$ cat config.mk
export PLATFORM = sky130hd
export DESIGN_NAME = rtd_slew_limited_average_lookup_core_flat
export DESIGN_NICKNAME = d
export VERILOG_FILES = /design/src/hw/rtl/rtdsla_pkg.sv /design/src/hw/rtl/rtdsla_ifs.sv /design/src/hw/rtl/rtd_slew_limited_average_lookup_core.sv /design/src/hw/rtl/rtdsla_csr.sv /design/src/flat_wrapper.sv
export SDC_FILE = /design/constraint.sdc
export NUM_CORES = 1
export LEC_CHECK = 0
export ABC_AREA = 1
export BUFFER_PORTS_ARGS = -buffer_cell sky130_fd_sc_hd__buf_2
export CORE_MARGIN = 2
export CORE_UTILIZATION = 65
export CTS_CLUSTER_DIAMETER = 200
export CTS_CLUSTER_SIZE = 24
export DETAILED_ROUTE_END_ITERATION = 16
export PLACE_DENSITY_LB_ADDON = 0.15
export SLEW_MARGIN = 20
export SYNTH_ARGS = -nofsm -noshare
export SYNTH_HDL_FRONTEND = slang
export SYNTH_SLANG_ARGS = --single-unit
export TNS_END_PERCENT = 1
$ cat constraint.sdc
create_clock -name clock -period 12.6 [get_ports clock]
set_input_delay 2.52 -clock clock [delete_from_list [all_inputs] [get_ports clock]]
set_output_delay 2.52 -clock clock [all_outputs]
set_load 0.01 [all_outputs]
$ cat src/hw/rtl/rtdsla_pkg.sv
// Shared types, constants and the RTD conversion table for the slew-limited average block.
// No dependencies; every other file in hw/rtl imports this package.
package rtdsla_pkg;

   localparam int DEF_WINDOW_LEN = 16;
   localparam int TABLE_ENTRIES  = 161;

   localparam int SAMPLE_W = 12;
   localparam int TEMP_W   = 8;
   localparam int IDX_W    = 8;

   // Configuration port.
   localparam int CSR_ADDR_W = 3;
   localparam int CSR_DATA_W = 32;
   localparam logic REG_STEP_LIMIT = 1'b0;
   localparam logic [SAMPLE_W-1:0] STEP_LIMIT_RESET = 12'd100;

   // Lookup bounds and results.
   localparam logic [SAMPLE_W-1:0] LOOK_MIN = 12'd209;
   localparam logic [SAMPLE_W-1:0] LOOK_MAX = 12'd2520;
   localparam logic signed [IDX_W:0] SEARCH_HI = 9'sd159;
   localparam logic signed [IDX_W:0] DEG_OFFSET = 9'sd40;
   localparam logic signed [TEMP_W-1:0] OUT_OF_RANGE = -8'sd41;

   // Table entry i is the ADC code at (i - 40) degrees Celsius.
   localparam logic [SAMPLE_W-1:0] RTD_ROM [TABLE_ENTRIES] = '{
      12'd209,  12'd222,  12'd238,  12'd255,  12'd269,
      12'd283,  12'd294,  12'd310,  12'd325,  12'd340,
      12'd355,  12'd370,  12'd386,  12'd401,  12'd415,
      12'd430,  12'd448,  12'd460,  12'd477,  12'd491,
      12'd505,  12'd520,  12'd536,  12'd548,  12'd564,
      12'd578,  12'd594,  12'd610,  12'd622,  12'd638,
      12'd650,  12'd668,  12'd685,  12'd699,  12'd714,
      12'd726,  12'd740,  12'd755,  12'd772,  12'd786,
      12'd800,  12'd816,  12'd832,  12'd845,  12'd860,
      12'd875,  12'd887,  12'd902,  12'd917,  12'd932,
      12'd947,  12'd963,  12'd979,  12'd991,  12'd1006,
      12'd1027, 12'd1036, 12'd1050, 12'd1065, 12'd1078,
      12'd1095, 12'd1100, 12'd1124, 12'd1138, 12'd1153,
      12'd1167, 12'd1176, 12'd1195, 12'd1212, 12'd1225,
      12'd1240, 12'd1255, 12'd1270, 12'd1280, 12'd1298,
      12'd1313, 12'd1327, 12'd1345, 12'd1356, 12'd1371,
      12'd1382, 12'd1400, 12'd1414, 12'd1429, 12'd1443,
      12'd1458, 12'd1472, 12'd1484, 12'd1458, 12'd1515,
      12'd1529, 12'd1545, 12'd1558, 12'd1573, 12'd1588,
      12'd1600, 12'd1615, 12'd1630, 12'd1643, 12'd1660,
      12'd1670, 12'd1685, 12'd1700, 12'd1715, 12'd1729,
      12'd1744, 12'd1755, 12'd1770, 12'd1785, 12'd1801,
      12'd1816, 12'd1829, 12'd1843, 12'd1855, 12'd1870,
      12'd1885, 12'd1900, 12'd1915, 12'd1927, 12'd1942,
      12'd1958, 12'd1972, 12'd1987, 12'd2000, 12'd2013,
      12'd2028, 12'd2041, 12'd2059, 12'd2072, 12'd2085,
      12'd2098, 12'd2116, 12'd2128, 12'd2145, 12'd2156,
      12'd2171, 12'd2186, 12'd2196, 12'd2215, 12'd2225,
      12'd2240, 12'd2255, 12'd2270, 12'd2281, 12'd2295,
      12'd2310, 12'd2325, 12'd2339, 12'd2350, 12'd2365,
      12'd2379, 12'd2395, 12'd2410, 12'd2420, 12'd2435,
      12'd2451, 12'd2465, 12'd2477, 12'd2491, 12'd2505,
      12'd2520
   };

endpackage

$ cat src/hw/rtl/rtdsla_ifs.sv
// Valid/ready channel interfaces for the sample input and the result output.
// Depends on rtdsla_pkg for field widths.
interface rtdsla_req_if;
   import rtdsla_pkg::*;
   logic                valid;
   logic                ready;
   logic [SAMPLE_W-1:0] raw_sample;

   modport source (output valid, output raw_sample, input ready);
   modport sink (input valid, input raw_sample, output ready);
endinterface

interface rtdsla_rsp_if;
   import rtdsla_pkg::*;
   logic                      valid;
   logic                      ready;
   logic [SAMPLE_W-1:0]       filtered_value;
   logic signed [TEMP_W-1:0]  temperature_c;

   modport source (output valid, output filtered_value, output temperature_c, input ready);
   modport sink (input valid, input filtered_value, input temperature_c, output ready);
endinterface

$ cat src/hw/rtl/rtd_slew_limited_average_lookup_core.sv
// Top level: slew-limited moving average of RTD samples with temperature table search.
// Depends on rtdsla_pkg, the channel interfaces in rtdsla_ifs.sv and rtdsla_csr.
//
//   channel  direction  handshake              payload
//   req_chan in         valid/ready            raw_sample
//   rsp_chan out        valid/ready            filtered_value, temperature_c
//   psel..   in         APB write/read         step_limit at byte address 0
//
// One beat passes through accept, clamp and read, the window update (add, then subtract),
// a reciprocal multiply for the average, a range check, then for in-range values a binary
// search of the table that ends on a match or when it is exhausted, and loading of the result.
// When the running sum is zero the window is first refilled, every slot with the sample.
// The fill and the window update share one add/sub unit; the search compares against one
// pair of neighbouring table entries per cycle. req_chan.ready is high only while idle;
// a result that is not taken holds the next one in the finish state. Reset is synchronous.
module rtd_slew_limited_average_lookup_core #(
   parameter int WINDOW_LEN = rtdsla_pkg::DEF_WINDOW_LEN
) (
   input  logic                                clock,
   input  logic                                reset,
   rtdsla_req_if.sink                          req_chan,
   rtdsla_rsp_if.source                        rsp_chan,
   input  logic                                psel,
   input  logic                                penable,
   input  logic                                pwrite,
   input  logic [rtdsla_pkg::CSR_ADDR_W-1:0]   paddr,
   input  logic [rtdsla_pkg::CSR_DATA_W-1:0]   pwdata,
   output logic [rtdsla_pkg::CSR_DATA_W-1:0]   prdata,
   output logic                                pready
);
   import rtdsla_pkg::*;

   localparam int SUM_W  = $clog2(WINDOW_LEN * 4095 + 1);
   localparam int SLOT_W = (WINDOW_LEN > 1) ? $clog2(WINDOW_LEN) : 1;
   // The average is the sum times a rounded-up reciprocal, shifted down; with this
   // shift the quotient is exact for every sum that fits in SUM_W bits.
   localparam int RECIP_SHIFT = SUM_W + $clog2(WINDOW_LEN);
   localparam int RECIP       = (2 ** RECIP_SHIFT + WINDOW_LEN - 1) / WINDOW_LEN;
   localparam int RECIP_W     = SUM_W + 1;
   localparam int PROD_W      = SUM_W + RECIP_W;

   typedef enum logic [3:0] {
      ST_IDLE, ST_FILL, ST_READ, ST_ADD, ST_SUB, ST_DIV, ST_CHECK, ST_SEARCH, ST_FINISH
   } state_type;

   state_type                  state_ff, state_in;
   logic [SUM_W-1:0]           sum_ff, sum_in;
   logic [SAMPLE_W-1:0]        avg_ff, avg_in;
   logic [SLOT_W-1:0]          slot_ff, slot_in;
   logic [SLOT_W-1:0]          fill_ff, fill_in;
   logic [SAMPLE_W-1:0]        sample_ff, sample_in;
   logic [SAMPLE_W-1:0]        clamped_ff, clamped_in;
   logic signed [IDX_W:0]      lo_ff, lo_in;
   logic signed [IDX_W:0]      hi_ff, hi_in;
   logic signed [TEMP_W-1:0]   temp_ff, temp_in;
   logic                       rsp_valid_ff, rsp_valid_in;
   logic [SAMPLE_W-1:0]        rsp_filt_ff, rsp_filt_in;
   logic signed [TEMP_W-1:0]   rsp_temp_ff, rsp_temp_in;

   logic [SAMPLE_W-1:0]        step_limit;
   logic [SAMPLE_W-1:0]        win_mem [WINDOW_LEN];
   logic [SAMPLE_W-1:0]        rd_data_ff;
   logic                       mem_we;
   logic [SLOT_W-1:0]          mem_addr;
   logic [SAMPLE_W-1:0]        mem_wdata;

   logic [SUM_W:0]             alu_a, alu_b, alu_res;
   logic                       alu_sub;
   logic [PROD_W-1:0]          recip_prod;

   logic [SAMPLE_W:0]          upper_wide;
   logic [SAMPLE_W-1:0]        upper, lower;
   logic signed [IDX_W+1:0]    lohi_sum;
   logic [IDX_W-1:0]           mid, mid_next;
   logic [SAMPLE_W-1:0]        rom_a, rom_b;
   logic                       rsp_load;

   rtdsla_csr u_csr (
      .clock      (clock),
      .reset      (reset),
      .psel       (psel),
      .penable    (penable),
      .pwrite     (pwrite),
      .paddr      (paddr),
      .pwdata     (pwdata),
      .prdata     (prdata),
      .pready     (pready),
      .step_limit (step_limit)
   );

   // Clamp bounds: the average plus the limit saturates at full scale, minus it at zero.
   assign upper_wide = {1'b0, avg_ff} + {1'b0, step_limit};
   assign upper = upper_wide[SAMPLE_W] ? {SAMPLE_W{1'b1}} : upper_wide[SAMPLE_W-1:0];
   assign lower = (avg_ff >= step_limit) ? (avg_ff - step_limit) : '0;

   // Search midpoint; lo stays non-negative while the search runs, while hi may fall to -1.
   assign lohi_sum = {lo_ff[IDX_W], lo_ff} + {hi_ff[IDX_W], hi_ff};
   assign mid      = lohi_sum[IDX_W:1];
   assign mid_next = mid + 8'd1;
   assign rom_a    = RTD_ROM[mid];
   assign rom_b    = RTD_ROM[mid_next];

   assign recip_prod = PROD_W'(sum_ff) * PROD_W'(RECIP);

   // The shared add/subtract unit serves the fill and the window update.
   always_comb begin
      alu_sub = 1'b0;
      alu_a   = {1'b0, sum_ff};
      alu_b   = '0;
      case (state_ff)
         ST_FILL: begin
            alu_b = (SUM_W+1)'(sample_ff);
         end
         ST_ADD: begin
            alu_b = (SUM_W+1)'(clamped_ff);
         end
         ST_SUB: begin
            alu_sub = 1'b1;
            alu_b   = (SUM_W+1)'(rd_data_ff);
         end
         default: begin
            alu_b = '0;
         end
      endcase
      alu_res = alu_sub ? (alu_a - alu_b) : (alu_a + alu_b);
   end

   assign rsp_load = (state_ff == ST_FINISH) && (!rsp_valid_ff || rsp_chan.ready);

   always_comb begin
      state_in     = state_ff;
      sum_in       = sum_ff;
      avg_in       = avg_ff;
      slot_in      = slot_ff;
      fill_in      = fill_ff;
      sample_in    = sample_ff;
      clamped_in   = clamped_ff;
      lo_in        = lo_ff;
      hi_in        = hi_ff;
      temp_in      = temp_ff;
      rsp_valid_in = rsp_valid_ff && !rsp_chan.ready;
      rsp_filt_in  = rsp_filt_ff;
      rsp_temp_in  = rsp_temp_ff;
      mem_we       = 1'b0;
      mem_addr     = slot_ff;
      mem_wdata    = clamped_ff;

      case (state_ff)
         ST_IDLE: begin
            if (req_chan.valid) begin
               sample_in = req_chan.raw_sample;
               if (sum_ff == '0) begin
                  // An empty window is first refilled with this sample.
                  avg_in   = req_chan.raw_sample;
                  fill_in  = '0;
                  state_in = ST_FILL;
               end else begin
                  state_in = ST_READ;
               end
            end
         end
         ST_FILL: begin
            mem_we    = 1'b1;
            mem_addr  = fill_ff;
            mem_wdata = sample_ff;
            sum_in    = alu_res[SUM_W-1:0];
            fill_in   = fill_ff + 1'b1;
            if (fill_ff == SLOT_W'(WINDOW_LEN - 1)) begin
               state_in = ST_READ;
            end
         end
         ST_READ: begin
            if (sample_ff > upper) begin
               clamped_in = upper;
            end else if (sample_ff < lower) begin
               clamped_in = lower;
            end else begin
               clamped_in = sample_ff;
            end
            state_in = ST_ADD;
         end
         ST_ADD: begin
            mem_we   = 1'b1;
            sum_in   = alu_res[SUM_W-1:0];
            state_in = ST_SUB;
         end
         ST_SUB: begin
            sum_in   = alu_res[SUM_W-1:0];
            slot_in  = (slot_ff == SLOT_W'(WINDOW_LEN - 1)) ? '0 : slot_ff + 1'b1;
            state_in = ST_DIV;
         end
         ST_DIV: begin
            avg_in   = recip_prod[RECIP_SHIFT +: SAMPLE_W];
            state_in = ST_CHECK;
         end
         ST_CHECK: begin
            lo_in = '0;
            hi_in = SEARCH_HI;
            if (avg_ff < LOOK_MIN || avg_ff > LOOK_MAX) begin
               temp_in  = OUT_OF_RANGE;
               state_in = ST_FINISH;
            end else begin
               state_in = ST_SEARCH;
            end
         end
         ST_SEARCH: begin
            if (lo_ff > hi_ff) begin
               temp_in  = OUT_OF_RANGE;
               state_in = ST_FINISH;
            end else if (avg_ff >= rom_a && avg_ff < rom_b) begin
               temp_in  = TEMP_W'($signed({1'b0, mid}) - DEG_OFFSET);
               state_in = ST_FINISH;
            end else if (avg_ff < rom_a) begin
               hi_in = $signed({1'b0, mid}) - 9'sd1;
            end else if (avg_ff > rom_b) begin
               lo_in = $signed({1'b0, mid}) + 9'sd1;
            end else begin
               // The value equals the upper neighbor, which the search reports as its degree.
               temp_in  = TEMP_W'($signed({1'b0, mid_next}) - DEG_OFFSET);
               state_in = ST_FINISH;
            end
         end
         ST_FINISH: begin
            if (rsp_load) begin
               rsp_valid_in = 1'b1;
               rsp_filt_in  = avg_ff;
               rsp_temp_in  = temp_ff;
               state_in     = ST_IDLE;
            end
         end
         default: begin
            state_in = ST_IDLE;
         end
      endcase
   end

   always_ff @(posedge clock) begin
      if (reset) begin
         state_ff     <= ST_IDLE;
         sum_ff       <= '0;
         avg_ff       <= '0;
         slot_ff      <= '0;
         rsp_valid_ff <= 1'b0;
      end else begin
         state_ff     <= state_in;
         sum_ff       <= sum_in;
         avg_ff       <= avg_in;
         slot_ff      <= slot_in;
         rsp_valid_ff <= rsp_valid_in;
      end
      fill_ff     <= fill_in;
      sample_ff   <= sample_in;
      clamped_ff  <= clamped_in;
      lo_ff       <= lo_in;
      hi_ff       <= hi_in;
      temp_ff     <= temp_in;
      rsp_filt_ff <= rsp_filt_in;
      rsp_temp_ff <= rsp_temp_in;
   end

   // Window memory: one write port, one registered read of the oldest slot.
   always_ff @(posedge clock) begin
      if (mem_we) begin
         win_mem[mem_addr] <= mem_wdata;
      end
      if (state_ff == ST_READ) begin
         rd_data_ff <= win_mem[slot_ff];
      end
   end

   assign req_chan.ready          = (state_ff == ST_IDLE);
   assign rsp_chan.valid          = rsp_valid_ff;
   assign rsp_chan.filtered_value = rsp_filt_ff;
   assign rsp_chan.temperature_c  = rsp_temp_ff;

   // The new average is the truncated quotient of the sum by the window length.
   assert property (@(posedge clock) disable iff (reset)
      (state_ff == ST_CHECK) |->
         ((sum_ff - SUM_W'(avg_ff) * SUM_W'(WINDOW_LEN)) < SUM_W'(WINDOW_LEN)))
      else $error("average is not the window sum over its length");

   // Search bounds are checked: lo stays from 0 to 160 and hi at most 159.
   assert property (@(posedge clock) disable iff (reset)
      (state_ff == ST_SEARCH) |-> (hi_ff <= SEARCH_HI && lo_ff <= 9'sd160 && lo_ff >= 9'sd0))
      else $error("search bounds left the table");

   // A waiting result holds the next one back.
   assert property (@(posedge clock) disable iff (reset)
      (state_ff == ST_FINISH && rsp_valid_ff && !rsp_chan.ready) |=> (state_ff == ST_FINISH))
      else $error("result overwrote an untaken beat");

   // The reported filtered value is the average the next sample is clamped against.
   assert property (@(posedge clock) disable iff (reset)
      rsp_load |=> (rsp_filt_ff == avg_ff && rsp_valid_ff))
      else $error("reported value differs from the stored average");

endmodule

$ cat src/hw/rtl/rtdsla_csr.sv
// APB-style register slave holding the step limit.
// Depends on rtdsla_pkg for address and data widths.
module rtdsla_csr (
   input  logic                                clock,
   input  logic                                reset,
   input  logic                                psel,
   input  logic                                penable,
   input  logic                                pwrite,
   input  logic [rtdsla_pkg::CSR_ADDR_W-1:0]   paddr,
   input  logic [rtdsla_pkg::CSR_DATA_W-1:0]   pwdata,
   output logic [rtdsla_pkg::CSR_DATA_W-1:0]   prdata,
   output logic                                pready,
   output logic [rtdsla_pkg::SAMPLE_W-1:0]     step_limit
);
   import rtdsla_pkg::*;

   logic [SAMPLE_W-1:0] step_limit_ff;
   logic [SAMPLE_W-1:0] step_limit_in;
   logic                reg_hit;

   // Bit 2 of the byte address selects the register; word offsets are ignored.
   assign reg_hit = (paddr[2] == REG_STEP_LIMIT);

   always_comb begin
      step_limit_in = step_limit_ff;
      if (psel && penable && pwrite && reg_hit) begin
         step_limit_in = pwdata[SAMPLE_W-1:0];
      end
   end

   always_ff @(posedge clock) begin
      if (reset) begin
         step_limit_ff <= STEP_LIMIT_RESET;
      end else begin
         step_limit_ff <= step_limit_in;
      end
   end

   assign pready     = 1'b1;
   assign prdata     = reg_hit ? {{(CSR_DATA_W-SAMPLE_W){1'b0}}, step_limit_ff} : '0;
   assign step_limit = step_limit_ff;

endmodule
$ cat src/flat_wrapper.sv
// flat-port wrapper written by rule: the top's interface ports become plain ports
module rtd_slew_limited_average_lookup_core_flat import rtdsla_pkg::*;
#(
   parameter int WINDOW_LEN = rtdsla_pkg::DEF_WINDOW_LEN
)
  (clock, reset, psel, penable, pwrite, paddr, pwdata, prdata, pready, req_chan_valid, req_chan_raw_sample, req_chan_ready, rsp_chan_valid, rsp_chan_filtered_value, rsp_chan_temperature_c, rsp_chan_ready);
  rtdsla_req_if req_chan_i ();
  rtdsla_rsp_if rsp_chan_i ();
  input  logic clock;
  input  logic reset;
  input  logic psel;
  input  logic penable;
  input  logic pwrite;
  input  logic [rtdsla_pkg::CSR_ADDR_W-1:0] paddr;
  input  logic [rtdsla_pkg::CSR_DATA_W-1:0] pwdata;
  output logic [rtdsla_pkg::CSR_DATA_W-1:0] prdata;
  output logic pready;
  input wire logic [$bits(req_chan_i.valid)-1:0] req_chan_valid;
  input wire logic [$bits(req_chan_i.raw_sample)-1:0] req_chan_raw_sample;
  output wire logic [$bits(req_chan_i.ready)-1:0] req_chan_ready;
  output wire logic [$bits(rsp_chan_i.valid)-1:0] rsp_chan_valid;
  output wire logic [$bits(rsp_chan_i.filtered_value)-1:0] rsp_chan_filtered_value;
  output wire logic [$bits(rsp_chan_i.temperature_c)-1:0] rsp_chan_temperature_c;
  input wire logic [$bits(rsp_chan_i.ready)-1:0] rsp_chan_ready;
  assign req_chan_i.valid = req_chan_valid;
  assign req_chan_i.raw_sample = req_chan_raw_sample;
  assign req_chan_ready = req_chan_i.ready;
  assign rsp_chan_valid = rsp_chan_i.valid;
  assign rsp_chan_filtered_value = rsp_chan_i.filtered_value;
  assign rsp_chan_temperature_c = rsp_chan_i.temperature_c;
  assign rsp_chan_i.ready = rsp_chan_ready;
  rtd_slew_limited_average_lookup_core #(.WINDOW_LEN(WINDOW_LEN)) u_core (.clock(clock), .reset(reset), .req_chan(req_chan_i), .rsp_chan(rsp_chan_i), .psel(psel), .penable(penable), .pwrite(pwrite), .paddr(paddr), .pwdata(pwdata), .prdata(prdata), .pready(pready));
endmodule
==> impl_metrics.yaml, run 1 <==
status:
  status: "finished clean"
logic_synthesis:
  ys_warn_count: 0
  seq_area_frac_synth_pct: 42.8
  yosysTopAreaCell: "edfxtp_1"
  synth_seq_cells: 327
  synthFlopType: "edfxtp_1"
  syn_inst: 2737
  synth_top_area_share_pct: 38.3
  synth.distinct_cells: 55
  synth.top_cells.by_area: "edfxtp_1 (38%), nand2_1 (11%), ha_1 (8.2%)"
  synth_edf_count: 278
  async_flop_share_pct: 0
  syn_area_sq_mm: 0.0218
  syn_area_per_cell_sq_um: 7.96
floorplan:
  start_util_pct: 65.5
  die_w_um: 187
  placementRows: 67
  pin_count: 109
  die-area_sq_mm: 0.0350
  core_sq_mm: 0.0333
  die_h_um: 187
global_route:
  grt_pass1_wl_mm: 99.4
  antenna_found_initial: 1
  grt_util_all_layers_pct: 35.6
  grt_start_max_net_pins: 101
  grt_overflow: 0
  grt_pass1_vias: 18439
finish:
  antennaDiodeCount: 0
  stdcell_area_sq_mm: 0.0227
  regArea_sq_mm: 0.00933
  final_common_cell: "nand2_1"
  multiInputGateArea_sq_mm: 0.0108
  fill_cells: 2815
  final_layout_size_suffix_gt1_share_pct: 6.70
  area_delta_synth_final_pct: 4.16
  final_nets: 2920
  final_cell_mix: "nand2_1 (620), nand3_1 (285), edfxtp_1 (278)"
detailed_routing:
  postRouteAntennaNets: 0
  routed_via_density: 6.22
  first_iter_violations: 2726
  drt-total-wl_mm: 63.5
  first_pass_iters: 6
  wire_per_inst_um: 20.0
  post-route-drc-count: 0
  via_count: 19775
timing:
  hold_violations: 0
  holdWs_ns: 0.433
  finalCritPeriodShare_pct: 58.7
  drv_slew: 0
  worst_pin_slew_ns: 1.04
  fmax_mhz: 135
  fin_ws_ns: 5.21
  setup_violations: 0
  finalClockSkew_ns: 0.0203
  slew_headroom_pct: 30.4
  tns_ns: 0
  fin_crit_ns: 7.39
  rsz0062_at_grt: "false"
clock_network:
  clock_sinks: 327
  cts_resized: 0
  cts-root-buf: "clkbuf_16"
  cts_buffers: 17
  clock_latency_ns: 0.53
  ctsHoldBuffers: 0
  cts_setup_buffers: 0
  htreeDepth: 1
  clockBufferDepth: 3
  cts_tree: "built"
  clkTransAtPathRegs_ns: 0.10
place:
  gp_congestion: 0.963
  place_hpwl_mm: 44.3
  placed_area_sq_mm: 0.0222
  preCtsSetupSlack_ns: 5.46
  port_buffers: 65
pwr:
  peakVddDrop_mv: 0.178
  power_leakage_nw: 9.85
  p_per_area_mw_per_mm2: 220
  total_power_mw: 4.99
setup_path:
  critPathMostFrequentCell: "nand2_1"
  cp-end-kind: "register"
  cp.arrival_ns: 7.67
  startpoint_type: "register"
  cp_max_fo: 23
  path_class: "register to register"
  slowest_delay_ns: 0.73
  worst_path_max_delay_cell: "clkinv_1"
  cp.required_ns: 12.88
job:
  drv_cap: 0
hold_path:
  hold_class: "register to register"
==> through the flow <==
stage | cells | utilization [%]
finish | 3179 | 68.2
global route | 3179 | 68.2
CTS | 3179 | 68.2
detailed placement | 3149 | 66.7
global placement | 3149 | 66.7
floorplan | 2756 | -
==> Yosys cell counts, types with 9 or more instances <==
cell      number
o21ai_1       19
xnor2_1        9
a31oi_1       18
nand2_1      620
o22ai_1       32
o21bai_1      15
ha_1         142
inv_2         15
or2_2         10
o221ai_1      18
a21oi_1      126
nor2_1       269
buf_2         39
o21ai_0      251
inv_1        232
edfxtp_1     278
o211ai_1      42
xor2_1        22
dfxtp_1       49
nand4_1       30
nor3_1        17
clkbuf_1      66
nand3_1      285
buf_4         38
==> cell type report <==
cell class                 instances  area share (%)
sequential                       327            41.1
clock inverter                     2          0.0882
tap                              448            2.47
inverter                         251            4.15
timing repair buffer             102            2.66
multi-input combinational       2021            47.5
clock buffer                      28            2.06
==> registers in the layout, summed over array words and instances (netlist names), 12 cells and up <==
signal / flops
u_core.win_mem: 192
u_core.sample_ff: 12
u_core.sum_ff: 16
u_core.rd_data_ff: 12
u_core.avg_ff: 12
u_core.clamped_ff: 12
u_core.u_csr.step_limit: 12
u_core.rsp_chan.filtered_value: 12
==> path summary, 6_finish.rpt <==
| kind | end | slack [ns] | from | depth (start not counted) |
|---|---|---|---|---|
| setup reg to reg | u_core.temp_ff[7] | 5.21 | u_core.lo_ff[0] | 30 |
| setup / recovery | u_core.temp_ff[7] | 5.21 | u_core.lo_ff[0] | 30 |
| hold / removal | u_core.rsp_chan.temperature_c[4] | 0.43 | u_core.temp_ff[4] | 0 |
| hold reg to reg | u_core.rsp_chan.temperature_c[4] | 0.43 | u_core.temp_ff[4] | 0 |
==> cells by family (layout without fill, tap and decap cells) <==
kind of cell    count (synthesis)  after routing  synth area share [%]
compound gates                561            561                  14.8
xor+xnor                       31             31                  1.25
fa+ha+maj                     146            146                  8.52
buf+inv                       408            383                  8.18
flops                         327            327                  42.8
other cells                     2             21                0.0345
simple gates                 1262           1262                  24.4
==> report_power, final <==
group          total (mW)  switching [mW]  internal [mW]
Sequential           1.62           0.129           1.49
Combinational        2.77            1.91          0.862
Clock               0.599           0.338          0.260
Total                4.99            2.38           2.61
==> layer usage <==
layer / share of wire (%) / track usage, % / up-vias
met5: 0 / 0 / -
met4: 3.4 / 12.8 / 0
met3: 12 / 6.83 / 172
met2: 44 / 54.8 / 1113
met1: 40 / 50.6 / 9164
li1: - / - / 9326
==> critical path: cells and delay by family (launching register included) <==
kind            cells  cell delay, ns
fa+ha+maj           7            2.76
buf+inv             5            1.62
flops               1            0.37
simple gates       14            1.59
compound gates      4            0.81
(Power assumes the default switching activity.)
==> run 2: changes to the inputs <==
--- a/config.mk
+++ b/config.mk
@@ -5,10 +5,10 @@
 export SDC_FILE = /design/constraint.sdc
 export NUM_CORES = 1
 export LEC_CHECK = 0
-export ABC_AREA = 1
+export ABC_AREA = 0
 export BUFFER_PORTS_ARGS = -buffer_cell sky130_fd_sc_hd__buf_2
 export CORE_MARGIN = 2
-export CORE_UTILIZATION = 65
+export CORE_UTILIZATION = 57
 export CTS_CLUSTER_DIAMETER = 200
 export CTS_CLUSTER_SIZE = 24
 export DETAILED_ROUTE_END_ITERATION = 16
==> constraint.sdc (replaced) <==
create_clock -name clock -period 6.2 [get_ports clock]
set_input_delay 1.24 -clock clock [delete_from_list [all_inputs] [get_ports clock]]
set_output_delay 1.24 -clock clock [all_outputs]
set_load 0.01 [all_outputs]
==> run 2 against run 1 <==
  * Sequential power is 86% higher
  * Worst hold slack worse by 0.0046 ns
  * Die area is 15% higher
==> impl_metrics.yaml, run 2 <==
global_route:
  grt_pass1_vias: 17226
  grt_start_max_net_pins: 66
  grt_overflow: 0
  grt_util_all_layers_pct: 32.8
  grt_pass1_wl_mm: 103
  antenna_found_initial: 0
finish:
  largestRegisters: "u_core.win_mem: 192 flops, u_core.sum_ff: 16 flops"
  antennaDiodeCount: 0
  largest_register: "u_core.win_mem"
  finish.utilization_pct: 63.4
  final_cell_mix: "edfxtp_1 (278), nand2_1 (220), nor2_1 (181)"
  area_delta_synth_final_pct: 10.2
  final_nets: 2480
  stdcell_area_sq_mm: 0.0244
  largest_register_ffs: 192
  final_layout_size_suffix_gt1_share_pct: 18.1
  final_common_cell: "edfxtp_1"
logic_synthesis:
  synth_top_area_share_pct: 37.7
  synth_edf_count: 278
  yosysTopAreaCell: "edfxtp_1"
  synth.top_cells.by_area: "edfxtp_1 (38%), ha_1 (8.0%), mux4_2 (6.4%)"
  yosysMostFrequentCell: "edfxtp_1"
  synthFlopType: "edfxtp_1"
  synth.distinct_cells: 101
  yosys-top-cells-count: "edfxtp_1 (278), nand2_1 (222), nor2_1 (198)"
  syn_inst: 2196
  ys_warn_count: 0
  seq_area_frac_synth_pct: 42.2
  syn_area_per_cell_sq_um: 10.1
  synth_seq_cells: 327
  async_flop_share_pct: 0
  syn_area_sq_mm: 0.0221
clock_network:
  clockBufferDepth: 3
  clkTransAtPathRegs_ns: 0.10
  htreeDepth: 1
  clock_sinks: 327
  cts_buffers: 17
  cts_tree: "built"
  clock_latency_ns: 0.53
  cts-root-buf: "clkbuf_16"
  ctsHoldBuffers: 0
detailed_routing:
  wire_per_inst_um: 24.2
  first_pass_iters: 6
  post-route-drc-count: 0
  routed_via_density: 6.55
  postRouteAntennaNets: 0
  via_count: 18371
  drt-total-wl_mm: 67.9
  first_iter_violations: 2305
timing:
  finalClockSkew_ns: 0.0171
  worst_pin_slew_ns: 1.10
  fin_crit_ns: 5.98
  setup_violations: 0
  fmax_mhz: 167
  slew_headroom_pct: 26.5
  hold_violations: 0
  finalCritPeriodShare_pct: 96.4
  drv_slew: 0
status:
  status: "finished clean"
setup_path:
  cp_top_family: "simple AND/OR/NAND/NOR gates"
  startpoint_type: "register"
  crit_buf_inv: 4
  ff2ff_setup_slack_ns: 0.22
  path_class: "register to register"
  cp_max_fo: 34
  worst_path_max_delay_cell: "buf_4"
  cp-end-kind: "register"
  cp.arrival_ns: 6.22
  cp.required_ns: 6.44
  slowest_delay_ns: 0.40
place:
  gp_congestion: 0.996
  placed_area_sq_mm: 0.0236
  place_hpwl_mm: 47.4
  port_buffers: 65
floorplan:
  core_sq_mm: 0.0385
  die_w_um: 201
  pin_count: 109
  start_util_pct: 57.5
  placementRows: 72
  die_h_um: 201
  die-area_sq_mm: 0.0404
hold_path:
  hold_class: "register to register"
job:
  drv_cap: 0
pwr:
  peakVddDrop_mv: 0.285
  p_per_area_mw_per_mm2: 342
  power_leakage_nw: 8.82
## run 2: cell types whose count changed after synthesis, sizes merged, moves of 25 or more
cell    previous run  this run
nor2             273       198
inv              247        87
a21oi            133       175
xnor2              9        52
o21ai            274       128
nand3            286        50
mux4               0        63
nand2            630       224
nor3              17        59
clkbuf            66        91
o22ai             32         6
mux2i              0        25
a211oi             1        45
## run 2: layout make-up
type / instances / area (sq um)
Fill cell: 3182 / 14100
Multi-Input combinational cell: 1614 / 11900
Sequential cell: 327 / 9330
Timing Repair Buffer: 232 / 1740
Tap cell: 518 / 648
Clock buffer: 23 / 448
Inverter: 88 / 347
Clock inverter: 2 / 17.5
## run 2: worst register-to-register path: cells and delay by family, from the launching register on
family	cells	cell delay, ns
compound gates	8	1.22
xor+xnor	1	0.20
mux	1	0.18
simple gates	10	1.56
buf+inv	4	0.92
flops	1	0.37
fa+ha+maj	4	1.23
## run 2: timing repair
action | CTS | global route
gates cloned | 0 | 2
setup buffers | 2 | 12
endpoints found under the hold margin | 0 | 0
setup endpoints to repair | 1 | 15
resized for setup | 1 | 40
pin swaps | 1 | 6
## run 2: per-layer routing
| layer | track usage [%] | part of all wire [%] | up-vias |
|---|---|---|---|
| met1 | 47.3 | 42 | 8802 |
| met4 | 11.5 | 3.6 | 0 |
| met2 | 51.4 | 45 | 1020 |
| li1 | - | - | 8377 |
| met5 | 0 | 0 | - |
| met3 | 3.93 | 8.9 | 172 |
## run 2: cell families (layout without fill, tap and decap cells)
family,Yosys count,count (layout),synth area share (%)
flops,327,327,42.2
fa+ha+maj,147,147,8.44
compound gates,611,611,18.2
buf+inv,274,345,5.64
other cells,2,21,0.0339
simple gates,659,659,13.9
xor+xnor,75,75,3.42
mux,101,101,8.20
## run 2: power by group
group	switching, mW	internal [mW]
combinational	2.44	1.67
sequential	0.224	2.80
clock	0.681	0.516
total	3.35	4.98
## run 2: worst paths after layout
kind | from | end | cells after the start
max reg2reg | u_core.hi_ff[1] | u_core.temp_ff[7] | 28
max | u_core.hi_ff[1] | u_core.temp_ff[7] | 28
min reg2reg | u_core.temp_ff[3] | u_core.rsp_chan.temperature_c[3] | 0
min | u_core.temp_ff[3] | u_core.rsp_chan.temperature_c[3] | 0
## run 2: per-stage QoR
stage	setup TNS (ns)	power, mW	hold WS (ns)	setup slack (ns)	std cells
after global placement	0	6.92	0.402	0.118	2762
final	0	8.33	0.428	0.221	2804
after detailed placement	0	7.00	0.406	0.0115	2762
after floorplan	0	5.86	0.400	0.000266	2215
after global routing	-0.0670	8.84	0.443	-0.0670	2804
after CTS	0	8.21	0.430	0.0118	2789
